==> config.mk <==
export PLATFORM = sky130hd
export DESIGN_NAME = multi_slot_periodic_timer
export DESIGN_NICKNAME = d
export VERILOG_FILES = /design/src/sv/msptmr_pkg.sv /design/src/sv/msptmr_slot_ram.sv /design/src/sv/msptmr_mod_unit.sv /design/src/sv/multi_slot_periodic_timer.sv
export SDC_FILE = /design/constraint.sdc
export NUM_CORES = 1
export LEC_CHECK = 0
export BUFFER_PORTS_ARGS = -buffer_cell sky130_fd_sc_hd__buf_2
export CAP_MARGIN = 25
export CORE_ASPECT_RATIO = 0.5
export CORE_MARGIN = 10
export CORE_UTILIZATION = 50
export CTS_CLUSTER_SIZE = 14
export DETAILED_ROUTE_END_ITERATION = 16
export PLACE_DENSITY = 0.75
export SLEW_MARGIN = 15
export SYNTH_ARGS = -nofsm -noshare
export SYNTH_HDL_FRONTEND = slang
export SYNTH_HIERARCHICAL = 1
export SYNTH_SLANG_ARGS = --single-unit
==> constraint.sdc <==
create_clock -name clk -period 16.15 [get_ports clk]
set_input_delay 3.23 -clock clk [delete_from_list [all_inputs] [get_ports clk]]
set_output_delay 3.23 -clock clk [all_outputs]
set_load 0.01 [all_outputs]
==> src/sv/msptmr_pkg.sv <==
package msptmr_pkg;

  localparam int SLOT_COUNT = 16;
  localparam int SLOT_AW    = (SLOT_COUNT > 1) ? $clog2(SLOT_COUNT) : 1;
  localparam int TICK_W     = 32;
  localparam int IVL_W      = 16;
  localparam int DUR_W      = 16;
  localparam int CALLS_W    = 17;
  localparam int DIV_CNT_W  = $clog2(TICK_W);

  typedef enum logic [2:0] {
    KIND_FIRE      = 3'd0,
    KIND_TICK_DONE = 3'd1,
    KIND_ADDED     = 3'd2,
    KIND_FULL      = 3'd3,
    KIND_REJECTED  = 3'd4
  } kind_t;

  typedef enum logic [2:0] {
    ST_IDLE,
    ST_RESP,
    ST_DIV,
    ST_ADD,
    ST_RD,
    ST_EVAL,
    ST_DONE
  } state_t;

  // one slot entry; rem tracks tick_count modulo interval
  typedef struct packed {
    logic [IVL_W-1:0]   interval;
    logic [DUR_W-1:0]   duration;
    logic [CALLS_W-1:0] calls;
    logic [IVL_W-1:0]   rem;
  } slot_entry_t;

  typedef struct packed {
    logic               we;
    logic [SLOT_AW-1:0] addr;
    slot_entry_t        data;
  } ram_wr_t;

  typedef struct packed {
    logic busy;
    logic done;
  } mod_stat_t;

  // low four bits of a slot number
  function automatic logic [3:0] slot_field(input logic [SLOT_AW-1:0] s);
    logic [SLOT_AW+3:0] ext;
    ext = {4'b0000, s};
    return ext[3:0];
  endfunction

endpackage

==> src/sv/msptmr_slot_ram.sv <==
module msptmr_slot_ram (
  input  logic                          clk,
  input  msptmr_pkg::ram_wr_t           wr,
  input  logic                          rd_en,
  input  logic [msptmr_pkg::SLOT_AW-1:0] rd_addr,
  output msptmr_pkg::slot_entry_t       rd_data
);
  import msptmr_pkg::*;

  slot_entry_t mem [SLOT_COUNT];
  slot_entry_t rd_data_r;

  always_ff @(posedge clk) begin
    if (wr.we) begin
      mem[wr.addr] <= wr.data;
    end
  end

  // read data holds until the next read
  always_ff @(posedge clk) begin
    if (rd_en) begin
      rd_data_r <= mem[rd_addr];
    end
  end

  assign rd_data = rd_data_r;

endmodule

==> src/sv/msptmr_mod_unit.sv <==
module msptmr_mod_unit (
  input  logic                          clk,
  input  logic                          rst_n,
  input  logic                          start,
  input  logic [msptmr_pkg::TICK_W-1:0] dividend,
  input  logic [msptmr_pkg::IVL_W-1:0]  divisor,
  output msptmr_pkg::mod_stat_t         stat,
  output logic [msptmr_pkg::IVL_W-1:0]  rem
);
  import msptmr_pkg::*;

  logic                 busy_r, busy_nxt;
  logic                 done_r, done_nxt;
  logic [DIV_CNT_W-1:0] cnt_r, cnt_nxt;
  logic [TICK_W-1:0]    dvd_r, dvd_nxt;
  logic [IVL_W-1:0]     dvs_r, dvs_nxt;
  logic [IVL_W-1:0]     rem_r, rem_nxt;
  logic [IVL_W:0]       trial;
  logic [IVL_W:0]       diff;

  // restoring remainder, one dividend bit per cycle, msb first
  always_comb begin
    trial    = {rem_r, dvd_r[TICK_W-1]};
    diff     = trial - {1'b0, dvs_r};
    busy_nxt = busy_r;
    done_nxt = 1'b0;
    cnt_nxt  = cnt_r;
    dvd_nxt  = dvd_r;
    dvs_nxt  = dvs_r;
    rem_nxt  = rem_r;
    if (start) begin
      busy_nxt = 1'b1;
      cnt_nxt  = '0;
      dvd_nxt  = dividend;
      dvs_nxt  = divisor;
      rem_nxt  = '0;
    end else if (busy_r) begin
      rem_nxt = (trial >= {1'b0, dvs_r}) ? diff[IVL_W-1:0] : trial[IVL_W-1:0];
      dvd_nxt = {dvd_r[TICK_W-2:0], 1'b0};
      cnt_nxt = cnt_r + 1'b1;
      if (cnt_r == DIV_CNT_W'(TICK_W - 1)) begin
        busy_nxt = 1'b0;
        done_nxt = 1'b1;
      end
    end
  end

  always_ff @(posedge clk) begin
    if (!rst_n) begin
      busy_r <= 1'b0;
      done_r <= 1'b0;
      cnt_r  <= '0;
    end else begin
      busy_r <= busy_nxt;
      done_r <= done_nxt;
      cnt_r  <= cnt_nxt;
    end
  end

  always_ff @(posedge clk) begin
    dvd_r <= dvd_nxt;
    dvs_r <= dvs_nxt;
    rem_r <= rem_nxt;
  end

  assign stat.busy = busy_r;
  assign stat.done = done_r;
  assign rem       = rem_r;

endmodule

==> src/sv/multi_slot_periodic_timer.sv <==
// channel | direction | ports                             | handshake
// in      | input     | in_op, in_interval, in_duration   | in_valid / in_stall
// out     | output    | out_kind, out_slot, out_last      | out_valid / out_stall
//
// one request at a time; a tick reads each valid slot from the ram and skips free
// slots without a read, then gives tick done; an add runs the bit-serial modulo unit
// that seeds the per-slot remainder; rejected and full adds go straight to a response
// synchronous active-low reset clears the tick counter, valid bits, sequencer
// and output valid flag; the slot ram is not cleared
// out_stall holds the walk at the next result; a request is taken only while idle
module multi_slot_periodic_timer (
  input  logic        clk,
  input  logic        rst_n,
  input  logic        in_valid,
  output logic        in_stall,
  input  logic        in_op,
  input  logic [15:0] in_interval,
  input  logic [15:0] in_duration,
  output logic        out_valid,
  input  logic        out_stall,
  output logic [2:0]  out_kind,
  output logic [3:0]  out_slot,
  output logic        out_last
);
  import msptmr_pkg::*;

  localparam logic [SLOT_AW-1:0] LAST_SLOT = SLOT_AW'(SLOT_COUNT - 1);

  // sequencer and slot bookkeeping
  state_t                  state_r, state_nxt;
  logic [SLOT_AW-1:0]      idx_r, idx_nxt;
  logic [SLOT_AW-1:0]      alloc_r, alloc_nxt;
  kind_t                   resp_kind_r, resp_kind_nxt;
  logic [TICK_W-1:0]       tick_r, tick_nxt;
  logic [SLOT_COUNT-1:0]   valid_r, valid_nxt;
  logic [IVL_W-1:0]        ivl_r;
  logic [DUR_W-1:0]        dur_r;

  // output register
  logic                    out_valid_r;
  kind_t                   out_kind_r;
  logic [3:0]              out_slot_r;
  logic                    out_last_r;

  logic                    in_acc;
  logic                    out_free;
  logic                    emit;
  kind_t                   emit_kind;
  logic [3:0]              emit_slot;
  logic                    emit_last;

  // lowest free slot
  logic                    free_found;
  logic [SLOT_AW-1:0]      free_idx;

  // slot ram and modulo unit
  ram_wr_t                 ram_wr;
  logic                    ram_rd_en;
  slot_entry_t             ram_rd;
  logic                    mod_start;
  mod_stat_t               mod_stat;
  logic [IVL_W-1:0]        mod_rem;

  // per-slot update during the tick walk
  logic [CALLS_W-1:0]      calls_inc;
  logic                    expire;
  logic                    fire;
  logic [IVL_W:0]          rem_inc;
  logic [IVL_W-1:0]        rem_next;
  slot_entry_t             upd;

  assign in_acc   = in_valid && !in_stall;
  assign out_free = !out_valid_r || !out_stall;
  assign in_stall = (state_r != ST_IDLE);

  msptmr_slot_ram u_ram (
    .clk     (clk),
    .wr      (ram_wr),
    .rd_en   (ram_rd_en),
    .rd_addr (idx_r),
    .rd_data (ram_rd)
  );

  // remainder of the current tick count, taken once per add
  msptmr_mod_unit u_mod (
    .clk      (clk),
    .rst_n    (rst_n),
    .start    (mod_start),
    .dividend (tick_r),
    .divisor  (ivl_r),
    .stat     (mod_stat),
    .rem      (mod_rem)
  );

  always_comb begin
    free_found = 1'b0;
    free_idx   = '0;
    for (int i = SLOT_COUNT - 1; i >= 0; i--) begin
      if (!valid_r[i]) begin
        free_found = 1'b1;
        free_idx   = SLOT_AW'(i);
      end
    end
  end

  // slot update: calls counts ticks while a duration is set, rem walks tick_count modulo interval
  always_comb begin
    calls_inc = ram_rd.calls + 1'b1;
    expire    = (ram_rd.duration != '0) && (calls_inc > {1'b0, ram_rd.duration});
    fire      = !expire && (ram_rd.rem == '0);
    rem_inc   = {1'b0, ram_rd.rem} + 1'b1;
    // the counter wrap restarts every remainder at zero
    if ((&tick_r) || (rem_inc == {1'b0, ram_rd.interval})) begin
      rem_next = '0;
    end else begin
      rem_next = rem_inc[IVL_W-1:0];
    end
    upd          = ram_rd;
    upd.calls    = (ram_rd.duration != '0) ? calls_inc : ram_rd.calls;
    upd.rem      = rem_next;
  end

  always_comb begin
    state_nxt     = state_r;
    idx_nxt       = idx_r;
    alloc_nxt     = alloc_r;
    resp_kind_nxt = resp_kind_r;
    tick_nxt      = tick_r;
    valid_nxt     = valid_r;
    emit          = 1'b0;
    emit_kind     = KIND_TICK_DONE;
    emit_slot     = '0;
    emit_last     = 1'b1;
    ram_wr        = '0;
    ram_rd_en     = 1'b0;
    mod_start     = 1'b0;
    case (state_r)
      ST_IDLE: begin
        if (in_acc) begin
          if (in_op) begin
            if (in_interval == '0) begin
              resp_kind_nxt = KIND_REJECTED;
              state_nxt     = ST_RESP;
            end else if (!free_found) begin
              resp_kind_nxt = KIND_FULL;
              state_nxt     = ST_RESP;
            end else begin
              alloc_nxt = free_idx;
              state_nxt = ST_DIV;
            end
          end else begin
            idx_nxt   = '0;
            state_nxt = ST_RD;
          end
        end
      end
      ST_RESP: begin
        emit      = 1'b1;
        emit_kind = resp_kind_r;
        if (out_free) begin
          state_nxt = ST_IDLE;
        end
      end
      ST_DIV: begin
        // first cycle here starts the unit, ivl_r is loaded by then
        if (!mod_stat.busy && !mod_stat.done) begin
          mod_start = 1'b1;
        end
        if (mod_stat.done) begin
          state_nxt = ST_ADD;
        end
      end
      ST_ADD: begin
        emit      = 1'b1;
        emit_kind = KIND_ADDED;
        emit_slot = slot_field(alloc_r);
        if (out_free) begin
          ram_wr.we            = 1'b1;
          ram_wr.addr          = alloc_r;
          ram_wr.data.interval = ivl_r;
          ram_wr.data.duration = dur_r;
          ram_wr.data.calls    = '0;
          ram_wr.data.rem      = mod_rem;
          valid_nxt[alloc_r]   = 1'b1;
          state_nxt            = ST_IDLE;
        end
      end
      ST_RD: begin
        // free slots are skipped without a ram read
        if (valid_r[idx_r]) begin
          ram_rd_en = 1'b1;
          state_nxt = ST_EVAL;
        end else if (idx_r == LAST_SLOT) begin
          state_nxt = ST_DONE;
        end else begin
          idx_nxt = idx_r + 1'b1;
        end
      end
      ST_EVAL: begin
        emit      = fire;
        emit_kind = KIND_FIRE;
        emit_slot = slot_field(idx_r);
        emit_last = 1'b0;
        if (!fire || out_free) begin
          if (expire) begin
            valid_nxt[idx_r] = 1'b0;
          end else begin
            ram_wr.we   = 1'b1;
            ram_wr.addr = idx_r;
            ram_wr.data = upd;
          end
          if (idx_r == LAST_SLOT) begin
            state_nxt = ST_DONE;
          end else begin
            idx_nxt   = idx_r + 1'b1;
            state_nxt = ST_RD;
          end
        end
      end
      ST_DONE: begin
        emit      = 1'b1;
        emit_kind = KIND_TICK_DONE;
        if (out_free) begin
          tick_nxt  = tick_r + 1'b1;
          state_nxt = ST_IDLE;
        end
      end
      default: begin
        state_nxt = ST_IDLE;
      end
    endcase
  end

  always_ff @(posedge clk) begin
    if (!rst_n) begin
      state_r     <= ST_IDLE;
      idx_r       <= '0;
      alloc_r     <= '0;
      resp_kind_r <= KIND_TICK_DONE;
      tick_r      <= '0;
      valid_r     <= '0;
      out_valid_r <= 1'b0;
    end else begin
      state_r     <= state_nxt;
      idx_r       <= idx_nxt;
      alloc_r     <= alloc_nxt;
      resp_kind_r <= resp_kind_nxt;
      tick_r      <= tick_nxt;
      valid_r     <= valid_nxt;
      if (emit && out_free) begin
        out_valid_r <= 1'b1;
      end else if (!out_stall) begin
        out_valid_r <= 1'b0;
      end
    end
  end

  // request payload and result payload
  always_ff @(posedge clk) begin
    if (in_acc) begin
      ivl_r <= in_interval;
      dur_r <= in_duration;
    end
    if (emit && out_free) begin
      out_kind_r <= emit_kind;
      out_slot_r <= emit_slot;
      out_last_r <= emit_last;
    end
  end

  assign out_valid = out_valid_r;
  assign out_kind  = out_kind_r;
  assign out_slot  = out_slot_r;
  assign out_last  = out_last_r;

`ifndef SYNTHESIS
  // the tick counter moves only together with the tick done result
  assert property (@(posedge clk) disable iff (!rst_n)
    ($past(rst_n) && (tick_r != $past(tick_r))) |->
      (out_valid_r && (out_kind_r == KIND_TICK_DONE)))
    else $error("tick counter advanced without tick done");

  // a slot is taken only together with its added result
  assert property (@(posedge clk) disable iff (!rst_n)
    ($past(rst_n) && ((valid_r & ~$past(valid_r)) != '0)) |->
      (out_valid_r && (out_kind_r == KIND_ADDED) &&
       ($countones(valid_r & ~$past(valid_r)) == 1)))
    else $error("slot allocated without added result");

  // only fire results leave the request open
  assert property (@(posedge clk) disable iff (!rst_n)
    out_valid_r |-> (out_last_r == (out_kind_r != KIND_FIRE)))
    else $error("last flag does not match result kind");

  // the modulo unit runs only for an add in progress
  assert property (@(posedge clk) disable iff (!rst_n)
    mod_stat.busy |-> (state_r == ST_DIV))
    else $error("modulo unit busy outside add");
`endif

endmodule
# Word level (Yosys, flattened, before mapping)
# Memories as Yosys holds them, arrays and structs flattened. A register that Yosys moved wholly into a read port is not among the register bits.
# Cells that the tools add are included.
dict set report word_totals {
  regBits 174
  ramBits 1040
  in_bits 37
  output_inout_bits 10
  elab_cells 178
  mem_count 1
}
# memory depth word_bits rd rd_clocked_by_memory_dff wr line_no
set mem_list {}
lappend mem_list {u_ram.mem 16 65 1 1 1 msptmr_slot_ram.sv:10} ;# slot_entry_t mem [SLOT_COUNT];
dict set report op_classes {
  add_sub_neg 6
  n_lt_le_gt_ge 6
  eq_ne 20
  n_mux 86
  bitwise_logic 6
  reduce_logical 35
}
# op count
set op_table {}
lappend op_table {{two-way mux 70 bit} 3}
lappend op_table {{one-hot mux 70 bit (2 select lines)} 1}
lappend op_table {{two-way mux 4 bit} 21}
lappend op_table {{two-way mux 16 bit} 5}
lappend op_table {{two-way mux 32 bit} 2}
lappend op_table {{adder 32 x 1 -> 32 bit (second input constant)} 1}
lappend op_table {{logical NOT 16 bit} 2}
lappend op_table {{two-way mux 1 bit} 32}
lappend op_table {{one-hot mux 16 bit (2 select lines)} 1}
lappend op_table {{AND reduction 32 bit} 1}
lappend op_table {{two-way mux 3 bit} 9}
lappend op_table {{adder 16 x 1 -> 17 bit (second input constant)} 1}
lappend op_table {{adder 17 x 1 -> 17 bit (second input constant)} 1}
lappend op_table {{== test 17 x 16 -> 1 bit} 1}
lappend op_table {{greater-or-equal comparator 17 x 16 -> 1 bit} 1}
lappend op_table {{> comparator 17 x 16 -> 1 bit} 1}
lappend op_table {{two-way mux 17 bit} 1}
lappend op_table {{AND 16 bit} 1}
lappend op_table {{inverter 16 bit} 1}
lappend op_table {{OR 16 bit} 1}
lappend op_table {{nonzero test 16 bit} 1}
lappend op_table {{subtractor 16 bit} 1}
lappend op_table {{one-hot mux 3 bit (5 select lines)} 1}
lappend op_table {{AND reduction 5 bit} 3}
lappend op_table {{other kinds (30)} 66}

# Longest topological paths before layout
# Gate-level depths: netlist (run 1).
dict set report depth {
  ltp_word 21
  mapped_depth 19
  depth_no_buf 16
}

# Modules after synthesis
# Netlist (run 1), hierarchy kept.
# module instances cells_each area_per_inst_um2 seq_area_each_um2
set by_module_without_submodules {}
lappend by_module_without_submodules {msptmr_slot_ram 1 1673 40894.2 33181.8}
lappend by_module_without_submodules {multi_slot_periodic_timer 1 827 6937.9 2462.4}
lappend by_module_without_submodules {msptmr_mod_unit 1 328 3807.4 1901.8}

# Worst setup path before layout (run 1)
# OpenSTA, ideal clock, no wires.
dict set report synth_path {
  kind {input-to-reg}
  from {input port out_stall}
  to {memory u_ram/mem[0][0] (netlist name), enable pin}
  setup_ps 568
  t_arrival_ps 9131
  required_time_ps 15582
  path_slack_ps 6451
  path_stages 8
  path_buffers 2
  path_cell_list {nand2_1 > o21ba_2 > nor2b_1 > buf_2 > buf_1 > a22o_1 > or3b_1 > nor3_1}
}
# element line_no
set synth_lines {}
lappend synth_lines {{start: declaration} multi_slot_periodic_timer.sv:20} ;# input logic out_stall,
lappend synth_lines {{end: declaration} msptmr_slot_ram.sv:10}

==> results of run 1 <==
-- power groups by stage --
stage                     clock [mW]  sequential [mW]  combinational, mW
after floorplan                    0             3.83              0.541
after global placement             0             3.87              0.647
after detailed placement           0             3.87              0.661
after CTS                       2.49             3.80              0.667
after global routing            2.62             3.81              0.732
final                           2.45             3.80              0.668
-- per-layer routing --
metal | global-route usage [%] | vias up | routed length (um)
met5 | 0 | - | 11
met2 | 31.2 | 1335 | 54600
met1 | 27.8 | 14000 | 47300
li1 | - | 11600 | -
met4 | 4.91 | 2 | 2600
met3 | 3.98 | 181 | 10400
-- worst register-to-register path, stage by stage (launching register included) --
cell,delay [ns]
edfxtp_1,0.44
nand3_1,0.19
nor3_1,0.46
and4_1,0.34
and3_1,0.26
xor2_1,0.17
ha_1,0.26
nand3_1,0.13
nor3_1,0.07
a2111oi_0,0.46
a21oi_1,0.35
or2_2,0.46
nand2b_1,0.17
buf_4,0.25
o21ai_0,0.87
nand2_1,0.49
nor2_4,0.90
buf_4,0.74
-- metrics by stage --
step / utilization, % / worst slack, ns / std cells
global route: 55.6 / 8.15 / 4354
detailed placement: 52.3 / 8.70 / 4161
CTS: 55.4 / 8.76 / 4339
global placement: 52.1 / 8.84 / 4147
floorplan: - / 6.45 / 2828
finish: 55.6 / 8.67 / 4354
-- placed cells by master (no fill, tap or decap), types with 11 or more instances in the layout --
cell / count
a31oi_1: 21
or3_1: 13
and3_1: 11
nand4_1: 28
o21ai_0: 59
nand3_1: 34
ha_1: 42
nor4_1: 22
clkinv_1: 27
o211ai_1: 13
nand2_1: 177
nor2b_1: 13
a22o_1: 20
o21ai_2: 13
xnor2_1: 51
xor2_1: 40
mux2_2: 31
dfxtp_1: 84
buf_2: 46
inv_1: 53
a22oi_1: 134
edfxtp_1: 1193
mux4_2: 264
nor2_4: 14
nand2b_1: 16
a21oi_1: 32
clkbuf_16: 110
buf_4: 71
nor2_1: 114
clkbuf_1: 19
nor3_1: 24
o31ai_1: 11
-- final cells by class --
class,count,area share [%]
inverter,54,0.355
sequential,1279,65.8
timing repair buffer,130,1.82
multi-input combinational,1353,23.3
clock inverter,48,0.709
tap,1360,2.98
clock buffer,130,4.98
-- flip-flops by register name, indices dropped and copies added, names as in the netlist --
| signal | flops |
|---|---|
| alloc_r | 4 |
| dur_r | 16 |
| idx_r | 4 |
| ivl_r | 16 |
| out_kind | 3 |
| out_last | 1 |
| out_slot | 4 |
| out_valid | 1 |
| resp_kind_r | 3 |
| state_r | 3 |
| tick_r | 32 |
| u_mod/busy_r | 1 |
| u_mod/cnt_r | 5 |
| u_mod/done_r | 1 |
| u_mod/dvd_r | 32 |
| u_mod/dvs_r | 16 |
| u_mod/rem | 16 |
| u_ram/mem | 1040 |
| u_ram/rd_data | 65 |
| valid_r | 16 |
-- path summary, 6_finish.rpt --
check | start | slack [ns] | depth (start not counted) | to
hold / removal | ivl_r[7] | 0.49 | 0 | u_mod/dvs_r[7]
hold reg to reg | ivl_r[7] | 0.49 | 0 | u_mod/dvs_r[7]
setup reg to reg | u_ram/rd_data[16] | 8.67 | 17 | u_ram/mem[11][51]
setup / recovery | u_ram/rd_data[16] | 8.67 | 17 | u_ram/mem[11][51]
-- kinds of logic after synthesis --
| group | count (synthesis) | share of synthesized area, % |
|---|---|---|
| flip-flops | 1279 | 72.7 |
| AND/OR/NAND/NOR | 521 | 4.80 |
| AO/OA/AOI/OAI | 390 | 5.46 |
| multiplexers | 303 | 12.3 |
| buffers and inverters | 196 | 1.87 |
| XOR/XNOR | 96 | 1.76 |
| adder cells (fa/ha/maj) | 43 | 1.06 |
==> results.ini, run 1 <==
[critical_path]
startpoint_type=flip-flop
critPathBufInv=2
path_cells=nand3_1, nor3_1, and4_1, and3_1, xor2_1, ha_1, nand3_1, nor3_1, a2111oi_0, a21oi_1, or2_2, nand2b_1, buf_4, o21ai_0, nand2_1, nor2_4, buf_4
crit_slowest_cell=nor2_4
cp_top_family=simple AND/OR/NAND/NOR gates
required_ns=16.47
critPathKind=flip-flop to flip-flop
cp_data_arrival_time_ns=7.80
worst_setup_path_end_kind=flip-flop
cpPeakStageDelay_ns=0.89
crit_fanout=39

[synth]
syn_nets=2908
yosys-top-cells-count=edfxtp_1 (1193), mux4_2 (264), nand2_1 (177), a22oi_1 (134), nor2_1 (128)
synth_most_common_cell=edfxtp_1
syn_area_um2=51600
synth.distinct_cells=86
ys_top_cells_by_area=edfxtp_1 (69%), mux4_2 (12%), dfxtp_1 (3.3%)
synth_ff_type=edfxtp_1
syn_inst=2828
yosysWarnings=6
synth.top_cell.area_share_pct=69.4
ys_seq_elements=1279
synthArstFlopShare_pct=0
synth_edf_count=1193
synth_top_cell_by_area=edfxtp_1
syn_area_per_cell_um2=18.3
ys_seq_area_share_pct=72.7

[drt]
wl_um=115000
drc=0
dr.pass1.iters=6
initialDrtViolationCount=3302
routed-via-count=27200
wl_per_cell_um=26.4
drtAntennaViolNets=0
vias_per_cell=6.24

[worst_hold_path]
hold_class=flip-flop to flip-flop

[global_routing]
antenna_found_initial=2
grt_pass1_wl_um=175000
grtUsageTotal_pct=19.6
grt_max_degree=69
gr-total-overflow=0
grt_pass1_vias=27100

[place]
place_congestion=0.866
io_buffer_count=46
dp_hpwl_um=68500
place_area_um2=53600

[sta]
relSlewSlack_pct=30.5
hold_violations=0
setup_violations=0
whs_ns=0.493
period_needed_ns=7.48
rsz0062_at_grt=false
timing.final.crit_share_pct=46.3
worst_slew_pin_slew_ns=1.04
finalSetupTns_ns=0
drv_slew=0
fmax_mhz=134
finClkSkew_ns=0.0438

[layout]
diodes=0
area.sequential_um2=37600
fin_nets=3008
fillCellCount=7395
syn2layout_area_growth_pct=10.4
multiInputGateArea_um2=13300
drive_gt1_share_pct=20.7
postLayoutCellArea_um2=57000

[pwr]
net-switching-power_mw=1.60
peakVddDrop_v=0.000108
pwr-share-clk_pct=35.4
p_per_area_nw_per_um2=121
internal_power_mw=5.32
power_frac_seq_pct=54.9
p_leak_nw=16.6
p_total_mw=6.92
power_frac_comb_pct=9.7
swShare_pct=23.1

[floorplanning]
dieArea_um2=117000
core-area_um2=103000
start_util_pct=50.4
rows=83
die_w_um=474
die_y_um=247
ios=47

[cts]
cts_resized=0
clk_root_buffer_cell=clkbuf_16
post-cts-setup-buffers=0
ctsHoldBuffers=0
cts.htree.levels=3
insertion_delay_ns=0.73
clockBufferDepth=3
cts.sinks=1279
path_clk_slew_ns=0.06
cts_tree=built
numCtsBuffers=110

[status]
outcome=complete, no violations

[flow_run]
maxCapViolations=0

No activity file was read; power rests on OpenSTA's default activity.
==> run 2: changes to the inputs <==
ABC_AREA = 1   (was default)
clock period = 6.9 ns   (was 16.15 ns; I/O delays follow)
==> results.ini, run 2 <==
[cts]
cts.htree.levels=3  ; unchanged
cts_resized=0  ; unchanged
insertion_delay_ns=0.75  ; +0.02 ns
cts_tree=built
clk_root_buffer_cell=clkbuf_16
ctsHoldBuffers=0  ; unchanged
post-cts-setup-buffers=0  ; unchanged
cts.sinks=1279  ; unchanged
path_clk_slew_ns=0.06  ; about the same
numCtsBuffers=113  ; +2.7%
clockBufferDepth=3  ; unchanged

[global_routing]
grt_pass1_wl_um=218000  ; +25%
grt_max_degree=242  ; +250%
grt_pass1_vias=37600  ; +39%
antenna_found_initial=2  ; unchanged
gr-total-overflow=0  ; unchanged
grtUsageTotal_pct=21.3  ; +1.7 points

[floorplanning]
die_w_um=503  ; +6.0%
dieArea_um2=132000  ; +12%
ios=47  ; unchanged
rows=88  ; +6.0%
start_util_pct=50.5  ; +0.12 points
die_y_um=262  ; +5.8%
core-area_um2=116000  ; +13%

[sta]
relSlewSlack_pct=19.5  ; -11 points
fin_ws_ns=1.03  ; -7.64 ns
drv_slew=0  ; unchanged
rsz0062_at_grt=false
hold_violations=0  ; unchanged
worst_slew_pin_slew_ns=1.21  ; +0.164 ns
setup_violations=0  ; unchanged
timing.final.crit_share_pct=85.1  ; +39 points
whs_ns=0.455  ; -0.0385 ns
period_needed_ns=5.87  ; -1.61 ns
fmax_mhz=170  ; +27%
finClkSkew_ns=0.0617  ; +0.0179 ns
finalSetupTns_ns=0  ; unchanged

[synth]
yosys-mux-area-fraction_pct=0  ; -12 points
synth.top_cell.area_share_pct=61.4  ; -8.0 points
synth_edf_count=1193  ; unchanged
syn_nets=5994  ; +110%
yosys-top-cells-count=nand2_1 (1844), edfxtp_1 (1193), inv_1 (995), nand3_1 (857), nor2_1 (168)
synth_xor_area_share_pct=0.568  ; -1.2 points
ys_top_cells_by_area=edfxtp_1 (61%), nand2_1 (12%), nand3_1 (7.4%)
ys_seq_area_share_pct=64.4  ; -8.3 points
syn_inst=5914  ; +110%
synthArstFlopShare_pct=0  ; unchanged
ys_seq_elements=1279  ; unchanged
synth_compound_gate_area_share_pct=2.32  ; -3.1 points
synth_top_family_by_area=simple AND/OR/NAND/NOR gates
synth.distinct_cells=63  ; -27%
syn_area_um2=58300  ; +13%
synth_top_cell_by_area=edfxtp_1
synth_most_common_cell=nand2_1
yosysWarnings=6  ; unchanged
synthAdderAreaFrac_pct=0.935  ; -0.12 points
yosys.area_share.simple_pct=22.5  ; +18 points
synth_ff_type=edfxtp_1
syn_area_per_cell_um2=9.86  ; -46%

[pwr]
peakVddDrop_v=0.000329  ; +200%
p_per_area_nw_per_um2=320  ; +160%
p_leak_nw=26.7  ; +61%

[drt]
vias_per_cell=5.39  ; -14%
drtAntennaViolNets=0  ; unchanged
routed-via-count=40500  ; +49%
wl_um=143000  ; +25%
wl_per_cell_um=19.1  ; -28%
initialDrtViolationCount=4556  ; +38%
dr.pass1.iters=6  ; unchanged
drc=0  ; unchanged

[critical_path]
crit_path_frequent_cell=nor2_1
cp_data_arrival_time_ns=6.24  ; -1.56 ns
crit_slowest_cell=nor2_4
required_ns=7.27  ; -9.20 ns
cpPeakStageDelay_ns=0.84  ; -0.05 ns
critPathBufInv=5  ; +3
crit_fanout=16  ; -59%
critPathKind=flip-flop to flip-flop
startpoint_type=flip-flop
worst_setup_path_end_kind=flip-flop
path_cells=nand3_1, nor2_1, inv_1, nor2_1, nand3_1, nor2_1, nand4_1, nor3_1, xnor2_1, inv_1, ha_1, nand2_1, nor2_1, a41oi_1, nand2_1, nand3_1, nor2_4, buf_4, inv_2, o22ai_1, nand3b_1, nor2_4, buf_4
cp_top_family=simple AND/OR/NAND/NOR gates

[layout]
syn2layout_area_growth_pct=8.84
fin_nets=5980  ; +99%
diodes=0  ; unchanged
drive_gt1_share_pct=7.13  ; -14 points
fillCellCount=9512  ; +29%
layout_commonest_cell=nand2_1
mostFrequentLayoutCells=nand2_1 (1844), edfxtp_1 (1193), inv_1 (993), nand3_1 (857), nor2_1 (149)
regMostFlops=u_ram/mem
largest_reg_flops=1040  ; unchanged

[place]
io_buffer_count=46  ; unchanged
dp_hpwl_um=79800  ; +16%
dp_slack_ns=1.16  ; -7.54 ns
place_congestion=0.922  ; +6.4%

[worst_hold_path]
hold_class=flip-flop to flip-flop

[status]
outcome=complete, no violations

[flow_run]
maxCapViolations=0  ; unchanged

[run 2: metrics by stage]
step | total power [mW] | instance area [um^2] | util, % | instances
2_1_floorplan | 13.1 | 58300 | - | 5914
3_3_place_gp | 14.1 | 59800 | 51.8 | 7297
3_5_place_dp | 14.2 | 59800 | 51.8 | 7298
4_1_cts | 20.3 | 63300 | 54.8 | 7500
5_1_grt | 21.2 | 63500 | 55.0 | 7517
6_report | 20.3 | 63500 | 55.0 | 7517
[run 2: path summary, 6_finish.rpt]
kind	startpoint	endpoint	slack, ns	cells past startpoint
min reg2reg	resp_kind_r[2]	resp_kind_r[2]	0.45	2
min	resp_kind_r[2]	resp_kind_r[2]	0.45	2
max reg2reg	u_ram/rd_data[16]	u_ram/mem[10][58]	1.03	23
max	u_ram/rd_data[16]	u_ram/mem[10][58]	1.03	23
[run 2: cells by family (layout without fill, tap and decap cells)]
| kind of cell | after synthesis | after routing |
|---|---|---|
| compound gates | 230 | 230 |
| xor+xnor | 37 | 37 |
| simple gates | 3045 | 3045 |
| buf+inv | 1280 | 1353 |
| fa+ha+maj | 43 | 43 |
| flops | 1279 | 1279 |
[run 2: cell type report]
type	instances	area [um^2]	share of cell area, %
flip-flops and latches	1279	37600	59.2
clock buffers	146	3020	4.76
inverters	1020	3860	6.08
well taps	1530	1910	3.02
clock inverters	56	518	0.816
repair buffers	131	1080	1.70
multi-input cells	3355	15500	24.5
[run 2: power breakdown]
| part | total, mW | internal (mW) | switching (mW) | leakage (nW) |
|---|---|---|---|---|
| logic | 4.79 | 1.36 | 3.43 | 14.0 |
| clock network | 6.15 | 3.35 | 2.80 | 1.70 |
| registers | 9.37 | 9.00 | 0.368 | 11.0 |
| total | 20.3 | 13.7 | 6.60 | 26.7 |
[run 2: metal layers]
metal	up-vias	GRT usage [%]	routed length (um)
li1	19200	-	-
met4	4	8.13	4720
met5	-	0	27
met2	1965	33.9	65200
met1	19000	29.1	58000
met3	307	4.00	15400
[run 2: worst reg2reg max path, delay by kind of cell (launching register included)]
family	cells	cell delay, ns
adders and majority gates	1	0.30
and+or+nand+nor	14	3.22
AOI/OAI and AO/OA	2	0.41
buffers and inverters	5	0.98
xor gates and xnor gates	1	0.19
DFF	1	0.41
